$ cat config.mk
export PLATFORM = sky130hd
export DESIGN_NAME = ultrasonic_echo_ranger_unit_flat
export DESIGN_NICKNAME = d
export VERILOG_FILES = /design/src/hw/rtl/eur_pkg.sv /design/src/hw/rtl/eur_in_if.sv /design/src/hw/rtl/eur_out_if.sv /design/src/hw/rtl/eur_apb_regs.sv /design/src/hw/rtl/eur_step.sv /design/src/hw/rtl/ultrasonic_echo_ranger_unit.sv /design/src/flat_wrapper.sv
export VERILOG_INCLUDE_DIRS = /design/src /design/src/hw/rtl
export SDC_FILE = /design/constraint.sdc
export NUM_CORES = 1
export LEC_CHECK = 0
export BUFFER_PORTS_ARGS = -buffer_cell sky130_fd_sc_hd__buf_2
export CORE_MARGIN = 2
export CORE_UTILIZATION = 45
export CTS_CLUSTER_SIZE = 10
export DETAILED_ROUTE_END_ITERATION = 12
export MAX_ROUTING_LAYER = met4
export PLACE_DENSITY = 0.6
export SKIP_CTS_REPAIR_TIMING = 1
export SLEW_MARGIN = 40
export SYNTH_ARGS = -nofsm -noshare
export SYNTH_HDL_FRONTEND = slang
export SYNTH_SLANG_ARGS = --single-unit
$ cat constraint.sdc
create_clock -name clk_i -period 12.34 [get_ports clk_i]
set_input_delay 2.468 -clock clk_i [delete_from_list [all_inputs] [get_ports clk_i]]
set_output_delay 2.468 -clock clk_i [all_outputs]
set_load 0.02 [all_outputs]
$ cat src/hw/rtl/ultrasonic_echo_ranger_unit_defines.svh
// assertion macros for the echo ranger
`ifndef ULTRASONIC_ECHO_RANGER_UNIT_DEFINES_SVH
`define ULTRASONIC_ECHO_RANGER_UNIT_DEFINES_SVH

// same-cycle implication, checked on clk_i, off while in reset
`define EUR_ASSERT_NOW(lbl, ante, cons, msg) \
  lbl: assert property (@(posedge clk_i) disable iff (!rst_ni) (ante) |-> (cons)) \
    else $error(msg);

// next-cycle implication, checked on clk_i, off while in reset
`define EUR_ASSERT_NEXT(lbl, ante, cons, msg) \
  lbl: assert property (@(posedge clk_i) disable iff (!rst_ni) (ante) |=> (cons)) \
    else $error(msg);

`endif

$ cat src/hw/rtl/eur_pkg.sv
// shared types, constants and the distance function of the echo ranger
package eur_pkg;

  localparam int unsigned ApbAddrW = 4;
  localparam int unsigned ApbDataW = 32;
  localparam int unsigned DistW    = 12;
  localparam int unsigned CntW     = 16;
  localparam int unsigned TrigW    = 8;

  // reset values of the registers
  localparam logic [TrigW-1:0] TriggerTicksRst = 8'd10;
  localparam logic [CntW-1:0]  WaitLimitRst    = 16'd30000;
  localparam logic [CntW-1:0]  WidthLimitRst   = 16'd30000;

  // width*3/58 == ((width*3) >> 1) / 29, and y/29 == (y * ceil(2^21/29)) >> 21
  // for every y below 2^17 (error term 12*y stays under 2^21)
  localparam logic [16:0] DistRecip = 17'd72316;
  localparam int unsigned DistShift = 21;

  typedef enum logic [1:0] {
    REG_TRIGGER_TICKS = 2'd0,
    REG_WAIT_LIMIT    = 2'd1,
    REG_WIDTH_LIMIT   = 2'd2
  } eur_reg_e;

  typedef enum logic [1:0] {
    PH_IDLE = 2'd0,
    PH_TRIG = 2'd1,
    PH_WAIT = 2'd2,
    PH_MEAS = 2'd3
  } eur_phase_e;

  typedef struct packed {
    logic [TrigW-1:0] trigger_ticks;
    logic [CntW-1:0]  wait_limit;
    logic [CntW-1:0]  width_limit;
  } eur_cfg_t;

  typedef struct packed {
    logic             trigger_level;
    logic             done_res;
    logic             no_echo;
    logic [DistW-1:0] distance_cm;
  } eur_res_t;

  function automatic logic [DistW-1:0] eur_distance(input logic [CntW-1:0] width);
    logic [17:0] triple;
    logic [16:0] half;
    logic [33:0] prod;
    triple = {2'b00, width} + {1'b0, width, 1'b0};
    half   = triple[17:1];
    prod   = 34'(half) * 34'(DistRecip);
    return prod[DistShift+DistW-1:DistShift];
  endfunction

endpackage

$ cat src/hw/rtl/eur_in_if.sv
// input channel: one tick item with start request and echo sample
interface eur_in_if;
  logic valid;
  logic ready;
  logic start_req;
  logic echo_level;

  modport source(output valid, output start_req, output echo_level, input ready);
  modport sink(input valid, input start_req, input echo_level, output ready);
endinterface

$ cat src/hw/rtl/eur_out_if.sv
// output channel: one result item per tick
interface eur_out_if;
  import eur_pkg::*;

  logic             valid;
  logic             ready;
  logic             trigger_level;
  logic             done_res;
  logic             no_echo;
  logic [DistW-1:0] distance_cm;

  modport source(output valid, output trigger_level, output done_res, output no_echo,
                 output distance_cm, input ready);
  modport sink(input valid, input trigger_level, input done_res, input no_echo,
               input distance_cm, output ready);
endinterface

$ cat src/hw/rtl/eur_apb_regs.sv
// apb register file holding the three ranger settings
module eur_apb_regs (
  input  logic                          clk_i,
  input  logic                          rst_ni,
  input  logic                          psel,
  input  logic                          penable,
  input  logic                          pwrite,
  input  logic [eur_pkg::ApbAddrW-1:0]  paddr,
  input  logic [eur_pkg::ApbDataW-1:0]  pwdata,
  output logic [eur_pkg::ApbDataW-1:0]  prdata,
  output logic                          pready,
  output eur_pkg::eur_cfg_t             cfg_o
);
  import eur_pkg::*;

  eur_cfg_t cfg_q, cfg_d;
  eur_reg_e reg_sel;
  logic     wr_en;

  assign reg_sel = eur_reg_e'(paddr[3:2]);
  assign wr_en   = psel && penable && pwrite;
  assign pready  = 1'b1;

  always_comb begin
    cfg_d = cfg_q;
    if (wr_en) begin
      case (reg_sel)
        REG_TRIGGER_TICKS: cfg_d.trigger_ticks = pwdata[TrigW-1:0];
        REG_WAIT_LIMIT:    cfg_d.wait_limit    = pwdata[CntW-1:0];
        REG_WIDTH_LIMIT:   cfg_d.width_limit   = pwdata[CntW-1:0];
        default:           cfg_d = cfg_q;
      endcase
    end
  end

  always_comb begin
    case (reg_sel)
      REG_TRIGGER_TICKS: prdata = {{(ApbDataW-TrigW){1'b0}}, cfg_q.trigger_ticks};
      REG_WAIT_LIMIT:    prdata = {{(ApbDataW-CntW){1'b0}}, cfg_q.wait_limit};
      REG_WIDTH_LIMIT:   prdata = {{(ApbDataW-CntW){1'b0}}, cfg_q.width_limit};
      default:           prdata = '0;
    endcase
  end

  always_ff @(posedge clk_i or negedge rst_ni) begin
    if (!rst_ni) begin
      cfg_q.trigger_ticks <= TriggerTicksRst;
      cfg_q.wait_limit    <= WaitLimitRst;
      cfg_q.width_limit   <= WidthLimitRst;
    end else begin
      cfg_q <= cfg_d;
    end
  end

  assign cfg_o = cfg_q;
endmodule

$ cat src/hw/rtl/eur_step.sv
// ranging state machine: phase, phase counter and pulse width, one tick per step
module eur_step (
  input  logic              clk_i,
  input  logic              rst_ni,
  input  logic              step_i,
  input  logic              start_req_i,
  input  logic              echo_level_i,
  input  eur_pkg::eur_cfg_t cfg_i,
  output eur_pkg::eur_res_t res_o
);
  import eur_pkg::*;

  eur_phase_e       phase_q, phase_d;
  logic [CntW-1:0]  cnt_q, cnt_d;
  logic [CntW-1:0]  pw_q, pw_d;
  logic [CntW-1:0]  cnt_inc, pw_inc;
  logic [TrigW-1:0] tlim;
  logic [CntW-1:0]  wlim, plim;
  logic             finish, none;

  // a limit of zero behaves as one
  assign tlim = (cfg_i.trigger_ticks == '0) ? TrigW'(1) : cfg_i.trigger_ticks;
  assign wlim = (cfg_i.wait_limit == '0) ? CntW'(1) : cfg_i.wait_limit;
  assign plim = (cfg_i.width_limit == '0) ? CntW'(1) : cfg_i.width_limit;

  assign cnt_inc = cnt_q + CntW'(1);
  assign pw_inc  = pw_q + CntW'(1);

  always_comb begin
    phase_d = phase_q;
    cnt_d   = cnt_q;
    pw_d    = pw_q;
    finish  = 1'b0;
    none    = 1'b0;
    res_o   = '0;
    case (phase_q)
      PH_IDLE: begin
        if (start_req_i) begin
          res_o.trigger_level = 1'b1;
          pw_d = '0;
          if (tlim == TrigW'(1)) begin
            phase_d = PH_WAIT;
            cnt_d   = '0;
          end else begin
            phase_d = PH_TRIG;
            cnt_d   = CntW'(1);
          end
        end
      end
      PH_TRIG: begin
        res_o.trigger_level = 1'b1;
        if (cnt_inc >= CntW'(tlim)) begin
          phase_d = PH_WAIT;
          cnt_d   = '0;
        end else begin
          cnt_d = cnt_inc;
        end
      end
      PH_WAIT: begin
        if (echo_level_i) begin
          pw_d  = CntW'(1);
          cnt_d = '0;
          if (plim == CntW'(1)) begin
            finish = 1'b1;
          end else begin
            phase_d = PH_MEAS;
          end
        end else begin
          cnt_d = cnt_inc;
          if (cnt_inc >= wlim) begin
            finish = 1'b1;
            none   = 1'b1;
          end
        end
      end
      PH_MEAS: begin
        if (echo_level_i) begin
          pw_d = pw_inc;
          if (pw_inc >= plim) begin
            finish = 1'b1;
          end
        end else begin
          finish = 1'b1;
        end
      end
      default: begin
        phase_d = PH_IDLE;
      end
    endcase
    if (finish) begin
      phase_d = PH_IDLE;
      cnt_d   = '0;
    end
    res_o.done_res    = finish;
    res_o.no_echo     = none;
    res_o.distance_cm = (finish && !none) ? eur_distance(pw_d) : '0;
  end

  always_ff @(posedge clk_i or negedge rst_ni) begin
    if (!rst_ni) begin
      phase_q <= PH_IDLE;
      cnt_q   <= '0;
      pw_q    <= '0;
    end else if (step_i) begin
      phase_q <= phase_d;
      cnt_q   <= cnt_d;
      pw_q    <= pw_d;
    end
  end
endmodule

$ cat src/hw/rtl/ultrasonic_echo_ranger_unit.sv
// top level of the ultrasonic echo ranger: tick register, state machine, result register
//
//  channel  | dir | handshake       | payload
//  ---------+-----+-----------------+---------------------------------------------
//  in_i     | in  | valid / ready   | start_req, echo_level
//  out_o    | out | valid / ready   | trigger_level, done_res, no_echo, distance_cm
//  apb      | in  | psel / penable  | paddr, pwdata, prdata (pready tied high)
//
//  one item per cycle sustained while out_o is ready; an accepted item passes through the
//  tick register, then the result register, before it shows on out_o
//  the critical path is the state update plus the distance multiply by reciprocal
//  reset clears the phase, counters, valid flags and loads the register defaults
//  a stalled out_o holds its result; the tick register still takes one more item
//  and the input stalls only when both registers are full
module ultrasonic_echo_ranger_unit (
  input  logic                          clk_i,
  input  logic                          rst_ni,
  input  logic                          psel,
  input  logic                          penable,
  input  logic                          pwrite,
  input  logic [eur_pkg::ApbAddrW-1:0]  paddr,
  input  logic [eur_pkg::ApbDataW-1:0]  pwdata,
  output logic [eur_pkg::ApbDataW-1:0]  prdata,
  output logic                          pready,
  eur_in_if.sink                        in_i,
  eur_out_if.source                     out_o
);
  import eur_pkg::*;

  `include "ultrasonic_echo_ranger_unit_defines.svh"

  eur_cfg_t cfg;
  eur_res_t step_res;

  // tick register
  logic     tick_valid_q, tick_valid_d;
  logic     start_q, echo_q;
  // result register
  logic     res_valid_q, res_valid_d;
  eur_res_t res_q;

  logic     in_fire, step_fire;

  eur_apb_regs u_regs (
    .clk_i   (clk_i),
    .rst_ni  (rst_ni),
    .psel    (psel),
    .penable (penable),
    .pwrite  (pwrite),
    .paddr   (paddr),
    .pwdata  (pwdata),
    .prdata  (prdata),
    .pready  (pready),
    .cfg_o   (cfg)
  );

  // the held tick moves on when the result register is free or being emptied
  assign step_fire  = tick_valid_q && (!res_valid_q || out_o.ready);
  assign in_i.ready = !tick_valid_q || step_fire;
  assign in_fire    = in_i.valid && in_i.ready;

  eur_step u_step (
    .clk_i        (clk_i),
    .rst_ni       (rst_ni),
    .step_i       (step_fire),
    .start_req_i  (start_q),
    .echo_level_i (echo_q),
    .cfg_i        (cfg),
    .res_o        (step_res)
  );

  always_comb begin
    tick_valid_d = tick_valid_q;
    if (in_fire) begin
      tick_valid_d = 1'b1;
    end else if (step_fire) begin
      tick_valid_d = 1'b0;
    end
    res_valid_d = res_valid_q;
    if (step_fire) begin
      res_valid_d = 1'b1;
    end else if (out_o.ready) begin
      res_valid_d = 1'b0;
    end
  end

  always_ff @(posedge clk_i or negedge rst_ni) begin
    if (!rst_ni) begin
      tick_valid_q <= 1'b0;
      res_valid_q  <= 1'b0;
    end else begin
      tick_valid_q <= tick_valid_d;
      res_valid_q  <= res_valid_d;
    end
  end

  // payload registers, no reset needed
  always_ff @(posedge clk_i) begin
    if (in_fire) begin
      start_q <= in_i.start_req;
      echo_q  <= in_i.echo_level;
    end
    if (step_fire) begin
      res_q <= step_res;
    end
  end

  assign out_o.valid         = res_valid_q;
  assign out_o.trigger_level = res_q.trigger_level;
  assign out_o.done_res      = res_q.done_res;
  assign out_o.no_echo       = res_q.no_echo;
  assign out_o.distance_cm   = res_q.distance_cm;

  // input only stalls with both the tick and the result register full and blocked
  `EUR_ASSERT_NOW(a_stall_only_when_full, !in_i.ready, tick_valid_q && res_valid_q && !out_o.ready, "input stalled with room left")
  // a finished tick lands in the result register on the next edge
  `EUR_ASSERT_NEXT(a_done_reaches_out, step_fire && step_res.done_res, out_o.valid && out_o.done_res, "finished item lost on the way out")
  // no-echo results carry done and a zero distance, never with trigger high
  `EUR_ASSERT_NOW(a_no_echo_fields, out_o.valid && out_o.no_echo, out_o.done_res && (out_o.distance_cm == '0) && !out_o.trigger_level, "bad no-echo result")
endmodule

$ cat src/flat_wrapper.sv
// flat-port wrapper written by rule: the top's interface ports become plain ports
module ultrasonic_echo_ranger_unit_flat import eur_pkg::*;
  (clk_i, rst_ni, psel, penable, pwrite, paddr, pwdata, prdata, pready, in_i_valid, in_i_start_req, in_i_echo_level, in_i_ready, out_o_valid, out_o_trigger_level, out_o_done_res, out_o_no_echo, out_o_distance_cm, out_o_ready);
  eur_in_if in_i_i ();
  eur_out_if out_o_i ();
  input  logic clk_i;
  input  logic rst_ni;
  input  logic psel;
  input  logic penable;
  input  logic pwrite;
  input  logic [eur_pkg::ApbAddrW-1:0] paddr;
  input  logic [eur_pkg::ApbDataW-1:0] pwdata;
  output logic [eur_pkg::ApbDataW-1:0] prdata;
  output logic pready;
  input wire logic [$bits(in_i_i.valid)-1:0] in_i_valid;
  input wire logic [$bits(in_i_i.start_req)-1:0] in_i_start_req;
  input wire logic [$bits(in_i_i.echo_level)-1:0] in_i_echo_level;
  output wire logic [$bits(in_i_i.ready)-1:0] in_i_ready;
  output wire logic [$bits(out_o_i.valid)-1:0] out_o_valid;
  output wire logic [$bits(out_o_i.trigger_level)-1:0] out_o_trigger_level;
  output wire logic [$bits(out_o_i.done_res)-1:0] out_o_done_res;
  output wire logic [$bits(out_o_i.no_echo)-1:0] out_o_no_echo;
  output wire logic [$bits(out_o_i.distance_cm)-1:0] out_o_distance_cm;
  input wire logic [$bits(out_o_i.ready)-1:0] out_o_ready;
  assign in_i_i.valid = in_i_valid;
  assign in_i_i.start_req = in_i_start_req;
  assign in_i_i.echo_level = in_i_echo_level;
  assign in_i_ready = in_i_i.ready;
  assign out_o_valid = out_o_i.valid;
  assign out_o_trigger_level = out_o_i.trigger_level;
  assign out_o_done_res = out_o_i.done_res;
  assign out_o_no_echo = out_o_i.no_echo;
  assign out_o_distance_cm = out_o_i.distance_cm;
  assign out_o_i.ready = out_o_ready;
  ultrasonic_echo_ranger_unit u_core (.clk_i(clk_i), .rst_ni(rst_ni), .psel(psel), .penable(penable), .pwrite(pwrite), .paddr(paddr), .pwdata(pwdata), .prdata(prdata), .pready(pready), .in_i(in_i_i), .out_o(out_o_i));
endmodule
==> impl_metrics.env, run 1 <==
export IMPL_outcome="completed"
export IMPL_layout_drive_gt1_share_pct=12.5
export IMPL_synth_largest_area_cell="ha_1"
export IMPL_post_synth_and_or_nand_nor_area_fraction_pct=10.9
export IMPL_hp_start="u_core.tick_valid_q$_DFFE_PN0P_"
export IMPL_post_synth_top_count_cell="inv_1"
export IMPL_clkSinkCount=93
export IMPL_ys_ff_latch=93
export IMPL_hpwl_um=20300
export IMPL_finalHoldViolCount=0
export IMPL_drtAntennaViolNets=0
export IMPL_fin_crit_ps=10240
export IMPL_maxCapViolations=0
export IMPL_timing_rr_start="u_core.u_step.phase_q[0]$_DFFE_PN0P_"
export IMPL_setup_viol=0
export IMPL_synth_area_mux_share_pct=3.01
export IMPL_vias=8063
export IMPL_clock_latency_ps=350
export IMPL_period_share_pct=83.0
export IMPL_synth_warnings=0
export IMPL_synth_enable_flop_cells=17
export IMPL_r2r_end="u_core.out_o.distance_cm[11]$_SDFFCE_PN0P_"
export IMPL_power_density_mw_per_mm2=126
export IMPL_arrival_ps=10340
export IMPL_combPwrFrac_pct=52.8
export IMPL_layout_nets=1551
export IMPL_routedWlPerCell_um=15.8
export IMPL_synth_xor_area_share_pct=4.71
export IMPL_vias_per_cell=5.16
export IMPL_critPathMaxStageDelay_ps=550
export IMPL_areaGrowthSynthToFinish_pct=7.75
export IMPL_worst_setup_path_end_kind="register"
export IMPL_fin_skew_ps=11.8
export IMPL_synth_async_sr_flop_share_pct=81.7
export IMPL_synth_top_area_share_pct=20.1
export IMPL_dr_pass1_iters=5
export IMPL_holdPathStages=1
export IMPL_slew_viol_final=0
export IMPL_synth_adder_area_share_pct=36.1
export IMPL_achievable_frequency_mhz=97.7
export IMPL_ys_seq_area_share_pct=21.6
export IMPL_place_gp_congestion=0.890
export IMPL_worst_pin_slew_ps=860
export IMPL_htreeDepth=3
export IMPL_r2r_cells=38
export IMPL_p_clk_share_pct=19.6
export IMPL_antenna_found_initial=0
export IMPL_cts_buffers=9
export IMPL_cts_tree="built"
export IMPL_clk_path_buf_depth=2
export IMPL_synth_compound_area_share_pct=13.3
export IMPL_synthesis_area_mm2=0.0113
export IMPL_antenna_cells=0
export IMPL_internal_power_mw=0.862
export IMPL_ys_flop_type="dfrtp_1"
export IMPL_fp_dieArea_mm2=0.0263
export IMPL_grt_max_degree=77
export IMPL_dr_first_iter_drc_count=444
export IMPL_cp_required_ps=12440
export IMPL_synth_top_family_by_area="adder cells"
export IMPL_synthCells=1191
export IMPL_tns_ps=0
export IMPL_die_w_um=162
export IMPL_slowest_stage="or3_2"
export IMPL_fin_util_pct=49.6
export IMPL_grt_usage_pct=20.7
export IMPL_regToRegSetupSlack_ps=2100
export IMPL_clk_pin_slew_worst_paths_ps=70
export IMPL_crit_type="register to register"
export IMPL_p_leak_nw=6.64
export IMPL_initial_core_util_pct=46.0
export IMPL_p_sw_mw=0.670
export IMPL_die_h_um=162
export IMPL_p_sw_share_pct=43.7
export IMPL_coreArea_mm2=0.0245
export IMPL_grt_ovfl_total=0
export IMPL_min_to="u_core.out_o.valid$_DFFE_PN0P_"
export IMPL_timing_slew_headroom_pct=42.5
export IMPL_drc=0
export IMPL_ys_top_cells_by_area="ha_1 20%, fa_1 16%, dfrtp_1 13%"
export IMPL_avgSynthCellArea_um2=9.45
export IMPL_dpl_cell_count=1548
export IMPL_critPathMaxFanout=9
export IMPL_boundaryPins=95
export IMPL_grt_pass1_vias=8296
export IMPL_p_seq_share_pct=27.6
export IMPL_synth_cell_types=80
export IMPL_synth_commonest_cells="230 x inv_1, 181 x ha_1, 90 x fa_1, 85 x nand2_1, 70 x o21ai_0"
export IMPL_wirelength_um=24700
export IMPL_cp_start_kind="register"
export IMPL_cts_root_buf="clkbuf_16"
export IMPL_grt_pass1_wl_um=42300
export IMPL_ir_drop_mv=0.0661
export IMPL_row_count=57
export IMPL_rsz0062_at_grt="false"
export IMPL_io_buffers=59
export IMPL_final_cells=1564
export IMPL_worst_hold_path_type="register to register"
worst max-delay path, delay by kind of cell, from the launching register on:
kind	cells	cell delay, ps
fa+ha+maj	10	3880
compound gates	12	3100
simple gates	8	1630
xor+xnor	2	490
buf+inv	6	460
flops	1	370
worst max-delay path by stage:
stage | start | to | cells past startpoint
after floorplan | u_core.u_step.phase_q[0]$_DFFE_PN0P_ | u_core.out_o.distance_cm[11]$_SDFFCE_PN0P_ | 41
after detailed placement | u_core.u_step.phase_q[0]$_DFFE_PN0P_ | u_core.out_o.distance_cm[11]$_SDFFCE_PN0P_ | 38
final | u_core.u_step.phase_q[0]$_DFFE_PN0P_ | u_core.out_o.distance_cm[11]$_SDFFCE_PN0P_ | 38
after CTS | u_core.u_step.phase_q[0]$_DFFE_PN0P_ | u_core.out_o.distance_cm[11]$_SDFFCE_PN0P_ | 38
after global placement | u_core.u_step.phase_q[0]$_DFFE_PN0P_ | u_core.out_o.distance_cm[11]$_SDFFCE_PN0P_ | 38
after global routing | u_core.u_step.phase_q[0]$_DFFE_PN0P_ | u_core.out_o.distance_cm[11]$_SDFFCE_PN0P_ | 38
cells by family (layout without fill, tap and decap cells):
group | after synthesis | count (layout)
compound gates | 215 | 215
xor+xnor | 56 | 56
fa+ha+maj | 271 | 271
buf+inv | 278 | 312
flops | 93 | 93
mux | 31 | 31
other cells | 2 | 17
simple gates | 245 | 245
per-layer routing:
metal / share of wire, % / GRT usage [%]
met3: 2.7 / 2.30
met1: 50 / 29.4
met4: 1.2 / 4.02
met5: 0 / -
met2: 46 / 32.2
layout by cell type (no fill, tap or decap), types with 10 or more instances in the layout:
master,netlist,final
inv_1,230,230
ha_1,181,181
fa_1,90,90
nand2_1,85,85
o21ai_0,70,69
dfrtp_1,60,60
buf_2,0,58
nor2_1,38,38
xnor2_1,35,34
a21oi_1,34,33
a21o_1,29,29
nand3_1,28,28
mux2_2,23,23
xor2_1,18,17
conb_1,2,17
edfxtp_1,17,17
dfstp_2,16,16
nand2b_1,15,15
nand4_1,13,13
and3_1,11,11
clkbuf_16,0,11
nor3_1,10,10
power groups by stage:
stage	Combinational [mW]	Clock, mW	Sequential [mW]
after floorplan	0.629	0	0.409
final	0.809	0.301	0.423
after detailed placement	0.815	0	0.427
after global placement	0.796	0	0.427
after global routing	0.964	0.319	0.430
after CTS	0.823	0.308	0.421
through the flow:
step           hold slack (ps)  setup WS, ps  power [mW]  area (µm²)
2_1_floorplan              457          3030        1.04       11300
3_3_place_gp               485          2260        1.22       11800
3_5_place_dp               500          2080        1.24       11800
4_1_cts                    520          2050        1.55       12100
5_1_grt                    549          1260        1.71       12100
6_report                   517          2100        1.53       12100
state kept, by name, summed over array words and instances (netlist names):
name	flops
u_core.out_o.trigger_level	1
u_core.u_step.cnt_q	16
u_core.out_o.distance_cm	12
u_core.u_step.phase_q	2
u_core.out_o.no_echo	1
u_core.u_regs.cfg_o	40
u_core.u_step.pw_q	16
u_core.out_o.valid	1
u_core.tick_valid_q	1
u_core.start_q	1
u_core.echo_q	1
u_core.out_o.done_res	1
layout make-up:
cell class	count	area, µm²
Sequential cell	93	2430
Tap cell	324	405
Timing Repair Buffer	65	347
Multi-Input combinational cell	835	7760
Fill cell	2349	12300
Clock buffer	12	289
Inverter	231	867
Clock inverter	4	33.8
No activity file was read; power rests on OpenSTA's default activity.
==> run 2: changes to the inputs <==
==> constraint.sdc (replaced) <==
create_clock -name clk_i -period 10.7 [get_ports clk_i]
set_input_delay 2.14 -clock clk_i [delete_from_list [all_inputs] [get_ports clk_i]]
set_output_delay 2.14 -clock clk_i [all_outputs]
set_load 0.02 [all_outputs]
==> run 2 against run 1 <==
  * Die area is the same
  * Power grew 14%
  * Core utilization is essentially flat
  * Final area is essentially flat
  * Sequential cell count is the same
  * Count of clock-buffer cells in the layout shrank 3
  * Combinational power grew 17%
  * Largest cell class unchanged
  * Largest power group unchanged
  * Highest routed layer unchanged
==> impl_metrics.env, run 2 (synthesized netlist as in run 1, its figures left out) <==
export IMPL_cts_buffers=9
export IMPL_ir_drop_mv=0.0712
export IMPL_dr_pass1_iters=8
export IMPL_grt_pass1_wl_um=41000
export IMPL_p_clk_share_pct=18.4
export IMPL_die_h_um=162
export IMPL_layout_commonest_cell="inv_1"
export IMPL_largest_reg_flops=40
export IMPL_initial_core_util_pct=46.0
export IMPL_p_sw_mw=0.785
export IMPL_boundaryPins=95
export IMPL_outcome="completed"
export IMPL_timing_rr_start="u_core.u_step.phase_q[0]$_DFFE_PN0P_"
export IMPL_cts_root_buf="clkbuf_16"
export IMPL_cp_required_ps=10810
export IMPL_antenna_cells=0
export IMPL_worst_setup_path_end_kind="register"
export IMPL_grt_pass1_vias=8001
export IMPL_routedWlPerCell_um=15.6
export IMPL_grt_ovfl_total=0
export IMPL_final_fill_count=2373
export IMPL_gr_usage_met3_pct=2.04
export IMPL_setup_viol=0
export IMPL_crit_end="u_core.out_o.distance_cm[11]$_SDFFCE_PN0P_"
export IMPL_coreArea_mm2=0.0245
export IMPL_grt_usage_pct=20.0
export IMPL_fin_skew_ps=14.0
export IMPL_internal_power_mw=0.969
export IMPL_layout_drive_gt1_share_pct=12.9
export IMPL_hp_start="u_core.tick_valid_q$_DFFE_PN0P_"
export IMPL_cp_start_kind="register"
export IMPL_drc=0
export IMPL_power_density_mw_per_mm2=145
export IMPL_areaGrowthSynthToFinish_pct=7.67
export IMPL_fin_util_pct=49.6
export IMPL_hpwl_um=20200
export IMPL_grt_busiest_layer="met2"
export IMPL_critPathMaxStageDelay_ps=550
export IMPL_p_seq_share_pct=27.7
export IMPL_r2r_cells=38
export IMPL_p_sw_share_pct=44.7
export IMPL_crit_type="register to register"
export IMPL_timing_slew_headroom_pct=47.3
export IMPL_clk_path_buf_depth=2
export IMPL_clkSinkCount=93
export IMPL_worst_hold_path_type="register to register"
export IMPL_die_w_um=162
export IMPL_io_buffers=59
export IMPL_vias_per_cell=5.20
export IMPL_row_count=57
export IMPL_p_leak_nw=6.65
export IMPL_htreeDepth=3
export IMPL_fp_dieArea_mm2=0.0263
export IMPL_slowest_stage="or3_2"
export IMPL_vias=8152
export IMPL_use_met2_pct=30.7
export IMPL_fin_crit_ps=9920
export IMPL_r2r_end="u_core.out_o.distance_cm[11]$_SDFFCE_PN0P_"
export IMPL_slew_viol_final=0
export IMPL_clock_latency_ps=360
export IMPL_finalHoldViolCount=0
export IMPL_clk_pin_slew_worst_paths_ps=80
export IMPL_combPwrFrac_pct=53.9
export IMPL_place_gp_congestion=0.869
export IMPL_antenna_found_initial=0
export IMPL_wirelength_um=24500
export IMPL_worst_pin_slew_ps=785
export IMPL_rsz0062_at_grt="false"
export IMPL_cts_tree="built"
export IMPL_critPathMaxFanout=9
export IMPL_layout_nets=1556
export IMPL_maxCapViolations=0
export IMPL_tns_ps=0
export IMPL_grt_max_degree=77
export IMPL_achievable_frequency_mhz=101
export IMPL_regToRegSetupSlack_ps=780
export IMPL_crit_start="u_core.u_step.phase_q[0]$_DFFE_PN0P_"
export IMPL_arrival_ps=10030
export IMPL_use_met1_pct=29.3
export IMPL_dr_first_iter_drc_count=439
export IMPL_final_cell_mix="230 x inv_1, 181 x ha_1, 90 x fa_1"
export IMPL_period_share_pct=92.7
export IMPL_drtAntennaViolNets=0
[run 2: changes by cell type in the layout (fill, tap and decap cells not counted), moves of 2 or more]
| cell | change |
|---|---|
| inv_6 | +2 |
| buf_4 | +5 |
| clkinv_4 | -2 |
| clkbuf_16 | -2 |
[run 2: cell type report]
type                            count  area, µm²  area share (%)
Clock buffer                        9        225            1.86
Clock inverter                      7       56.3           0.464
Inverter                          231        867            7.15
Multi-Input combinational cell    835       7750            63.9
Sequential cell                    93       2430            20.1
Tap cell                          324        405            3.34
Timing Repair Buffer               70        384            3.17
[run 2: how the worst min path moves through the flow]
stage                                           to  slack [ps]  cells past startpoint
2_1_floorplan       u_core.out_o.valid$_DFFE_PN0P_         460                      1
3_3_place_gp        u_core.out_o.valid$_DFFE_PN0P_         490                      1
3_5_place_dp   u_core.u_step.cnt_q[15]$_DFFE_PN0P_         500                      2
4_1_cts             u_core.out_o.valid$_DFFE_PN0P_         510                      1
5_1_grt        u_core.u_regs.cfg_o[13]$_DFFE_PN1P_         560                      2
6_report            u_core.out_o.valid$_DFFE_PN0P_         510                      1
[run 2: critical path: cells and delay by family (launching register included)]
family	cells	cell delay (ps)
AND/OR/NAND/NOR	8	1640
flip-flops	1	380
AO/OA/AOI/OAI	12	2850
buffers and inverters	6	450
adder cells (fa/ha/maj)	10	3870
XOR/XNOR	2	470
[run 2: power groups by stage]
stage	Sequential [mW]	Clock [mW]	Combinational, mW
finish	0.486	0.323	0.945
global route	0.494	0.346	1.10
CTS	0.485	0.333	0.963
detailed placement	0.491	0	0.954
global placement	0.491	0	0.928
floorplan	0.471	0	0.725
[run 2: routing by layer]
metal  up-vias  share of wire [%]  wire length, µm
met5         -                  0                0
met4         0               0.84              206
met3        11                2.9              701
met2       123                 46            11200
met1      3961                 50            12400
li1       4057                  -                -
[run 2: per-stage QoR]
step / total power, mW / std cells / setup slack (ps) / instance area, µm² / hold WS, ps
after CTS: 1.78 / 1569 / 651 / 12100 / 510
after global routing: 1.94 / 1569 / 143 / 12100 / 557
after detailed placement: 1.44 / 1553 / 680 / 11800 / 496
after floorplan: 1.20 / 1206 / 1390 / 11300 / 457
final: 1.75 / 1569 / 779 / 12100 / 505
after global placement: 1.42 / 1553 / 745 / 11800 / 485
==> run 3: changes to the inputs <==
--- a/config.mk
+++ b/config.mk
@@ -6,6 +6,7 @@
 export SDC_FILE = /design/constraint.sdc
 export NUM_CORES = 1
 export LEC_CHECK = 0
+export ABC_AREA = 1
 export BUFFER_PORTS_ARGS = -buffer_cell sky130_fd_sc_hd__buf_2
 export CORE_MARGIN = 2
 export CORE_UTILIZATION = 45
==> run 3 against run 2 <==
  * Sequential share of layout area down 0.84 points
  * Largest cell class unchanged
  * Largest power group unchanged
  * Register-to-register slack better by 730 ps
  * Die area up 4.2%
  * Area after synthesis up 4.3%
  * Maximum frequency up 8.0%
  * First-iteration DRC count up 28%
==> impl_metrics.env, run 3 <==
export IMPL_achievable_frequency_mhz=109
export IMPL_dr_first_iter_drc_count=564
export IMPL_clk_path_buf_depth=2
export IMPL_io_buffers=59
export IMPL_drc=0
export IMPL_drtAntennaViolNets=0
export IMPL_synth_top_area_share_pct=19.3
export IMPL_antenna_found_initial=0
export IMPL_cts_root_buf="clkbuf_16"
export IMPL_ys_ff_latch=93
export IMPL_hpwl_um=23400
export IMPL_arrival_ps=9310
export IMPL_htreeDepth=3
export IMPL_outcome="completed"
export IMPL_power_mw=1.36
export IMPL_timing_slew_headroom_pct=47.4
export IMPL_slowest_stage="a21boi_0"
export IMPL_design_area_mm2=0.0127
export IMPL_combPwrFrac_pct=41.6
export IMPL_synth_cell_types=51
export IMPL_grt_pass1_wl_um=46000
export IMPL_vias=9437
export IMPL_largest_reg_flops=40
export IMPL_fin_skew_ps=12.6
export IMPL_synth_warnings=0
export IMPL_worst_setup_path_end_kind="register"
export IMPL_avgSynthCellArea_um2=7.84
export IMPL_fin_crit_ps=9190
export IMPL_worst_pin_slew_ps=786
export IMPL_coreArea_mm2=0.0258
export IMPL_r2r_cells=41
export IMPL_ys_seq_area_share_pct=20.7
export IMPL_initial_core_util_pct=45.4
export IMPL_cts_buffers=9
export IMPL_row_count=59
export IMPL_cp_common_cell="nand2_1"
export IMPL_p_sw_share_pct=43.4
export IMPL_timing_rr_start="u_core.u_step.phase_q[0]$_DFFE_PN0P_"
export IMPL_dpl_instance_area_mm2=0.0124
export IMPL_rsz0062_at_grt="false"
export IMPL_routedWlPerCell_um=14.7
export IMPL_ys_flop_type="dfrtp_1"
export IMPL_synth_commonest_cells="344 x inv_1, 282 x nand2_1, 181 x ha_1, 99 x o21ai_0, 90 x fa_1"
export IMPL_finalHoldViolCount=0
export IMPL_p_seq_share_pct=33.7
export IMPL_synth_enable_flop_cells=17
export IMPL_critPathMaxFanout=6
export IMPL_post_synth_top_count_cell="inv_1"
export IMPL_p_sw_mw=0.592
export IMPL_crit_start="u_core.u_step.phase_q[0]$_DFFE_PN0P_"
export IMPL_clk_pin_slew_worst_paths_ps=70
export IMPL_clkSinkCount=93
export IMPL_regToRegSetupSlack_ps=1510
export IMPL_grt_ovfl_total=0
export IMPL_die_w_um=166
export IMPL_cp_required_ps=10820
export IMPL_r2r_end="u_core.out_o.distance_cm[9]$_SDFFCE_PN0P_"
export IMPL_grt_usage_pct=22.0
export IMPL_power_density_mw_per_mm2=108
export IMPL_clock_latency_ps=370
export IMPL_crit_type="register to register"
export IMPL_synth_async_sr_flop_share_pct=81.7
export IMPL_synthCells=1497
export IMPL_areaGrowthSynthToFinish_pct=7.78
export IMPL_setup_viol=0
export IMPL_synthesis_area_mm2=0.0117
export IMPL_period_share_pct=85.9
export IMPL_place_gp_congestion=0.904
export IMPL_dr_pass1_iters=5
export IMPL_fin_util_pct=49.0
export IMPL_tns_ps=0
export IMPL_worst_hold_path_type="register to register"
export IMPL_p_leak_nw=7.20
export IMPL_vias_per_cell=4.99
export IMPL_antenna_cells=0
export IMPL_grt_pass1_vias=9090
export IMPL_ir_drop_mv=0.0955
export IMPL_fin_ws_ps=1510
export IMPL_layout_commonest_cell="inv_1"
export IMPL_layout_nets=1869
export IMPL_ys_top_cells_by_area="ha_1 19%, fa_1 15%, dfrtp_1 13%"
export IMPL_synth_largest_area_cell="ha_1"
export IMPL_grt_max_degree=70
export IMPL_internal_power_mw=0.771
export IMPL_final_fill_count=2605
export IMPL_boundaryPins=95
export IMPL_fp_dieArea_mm2=0.0274
export IMPL_post_place_ws_ps=1490
export IMPL_slew_viol_final=0
export IMPL_cp_start_kind="register"
export IMPL_p_clk_share_pct=24.8
export IMPL_final_cell_mix="344 x inv_1, 281 x nand2_1, 181 x ha_1"
export IMPL_maxCapViolations=0
export IMPL_layout_drive_gt1_share_pct=8.66
export IMPL_cts_tree="built"
export IMPL_crit_end="u_core.out_o.distance_cm[9]$_SDFFCE_PN0P_"
export IMPL_critPathMaxStageDelay_ps=550
export IMPL_wirelength_um=27800
export IMPL_die_h_um=166
[run 3: cell types whose count changed in the layout (fill, tap and decap cells not counted), moves of 29 or more]
cell     before  now
inv_1       230  344
nand2_1      84  281
nand3_1      28   57
nor2_1       38   69
o21ai_0      69   99
xnor2_1      35    5
[run 3: cell type report]
type | instances | area, µm² | share of cell area (%)
multi-input combinational | 1040 | 7880 | 62.2
timing repair buffer | 62 | 324 | 2.56
clock buffer | 9 | 225 | 1.78
inverter | 347 | 1300 | 10.3
sequential | 93 | 2430 | 19.2
tap | 335 | 419 | 3.31
clock inverter | 7 | 73.8 | 0.583
[run 3: critical path: cells and delay by family, from the launching register on]
family | cells | cell delay, ps
compound gates | 7 | 1690
flops | 1 | 400
buf+inv | 5 | 400
xor+xnor | 1 | 390
fa+ha+maj | 9 | 3970
simple gates | 19 | 2100
[run 3: cell families after synthesis]
group,Yosys count,share of synthesized area [%]
AOI/OAI and AO/OA,224,10.6
xor gates and xnor gates,36,2.80
adders and majority gates,271,34.6
buffers and inverters,379,12.7
DFF,93,20.7
other,2,0.0640
and+or+nand+nor,492,18.4
[run 3: worst min path at each step]
stage / slack (ps) / depth (start not counted) / start / to
final: 490 / 2 / u_core.u_regs.cfg_o[16]$_DFFE_PN0P_ / u_core.u_regs.cfg_o[16]$_DFFE_PN0P_
after global routing: 510 / 2 / u_core.u_regs.cfg_o[12]$_DFFE_PN1P_ / u_core.u_regs.cfg_o[12]$_DFFE_PN1P_
after CTS: 490 / 2 / u_core.u_regs.cfg_o[16]$_DFFE_PN0P_ / u_core.u_regs.cfg_o[16]$_DFFE_PN0P_
after detailed placement: 470 / 2 / u_core.u_regs.cfg_o[23]$_DFFE_PN0P_ / u_core.u_regs.cfg_o[23]$_DFFE_PN0P_
after global placement: 470 / 2 / u_core.u_regs.cfg_o[16]$_DFFE_PN0P_ / u_core.u_regs.cfg_o[16]$_DFFE_PN0P_
after floorplan: 450 / 2 / u_core.u_regs.cfg_o[11]$_DFFE_PN0P_ / u_core.u_regs.cfg_o[11]$_DFFE_PN0P_
[run 3: power groups by stage]
stage / Combinational [mW] / Sequential, mW / Clock [mW]
final: 0.566 / 0.459 / 0.337
after global routing: 0.654 / 0.466 / 0.358
after CTS: 0.568 / 0.459 / 0.345
after detailed placement: 0.564 / 0.465 / 0
after global placement: 0.557 / 0.464 / 0
after floorplan: 0.402 / 0.464 / 0
[run 3: per-layer routing]
metal / share of wire [%] / global-route usage, % / routed length, µm / vias to the layer above
li1: - / - / - / 4845
met1: 50 / 30.8 / 13800 / 4409
met3: 3.1 / 2.32 / 853 / 28
met4: 1.6 / 4.55 / 435 / 0
met5: 0 / - / 0 / -
met2: 46 / 34.9 / 12700 / 155
[run 3: per-stage QoR]
step           instances  hold slack, ps
2_1_floorplan       1512             453
3_3_place_gp        1877             467
3_5_place_dp        1877             473
6_report            1893             489
4_1_cts             1893             492
5_1_grt             1893             505
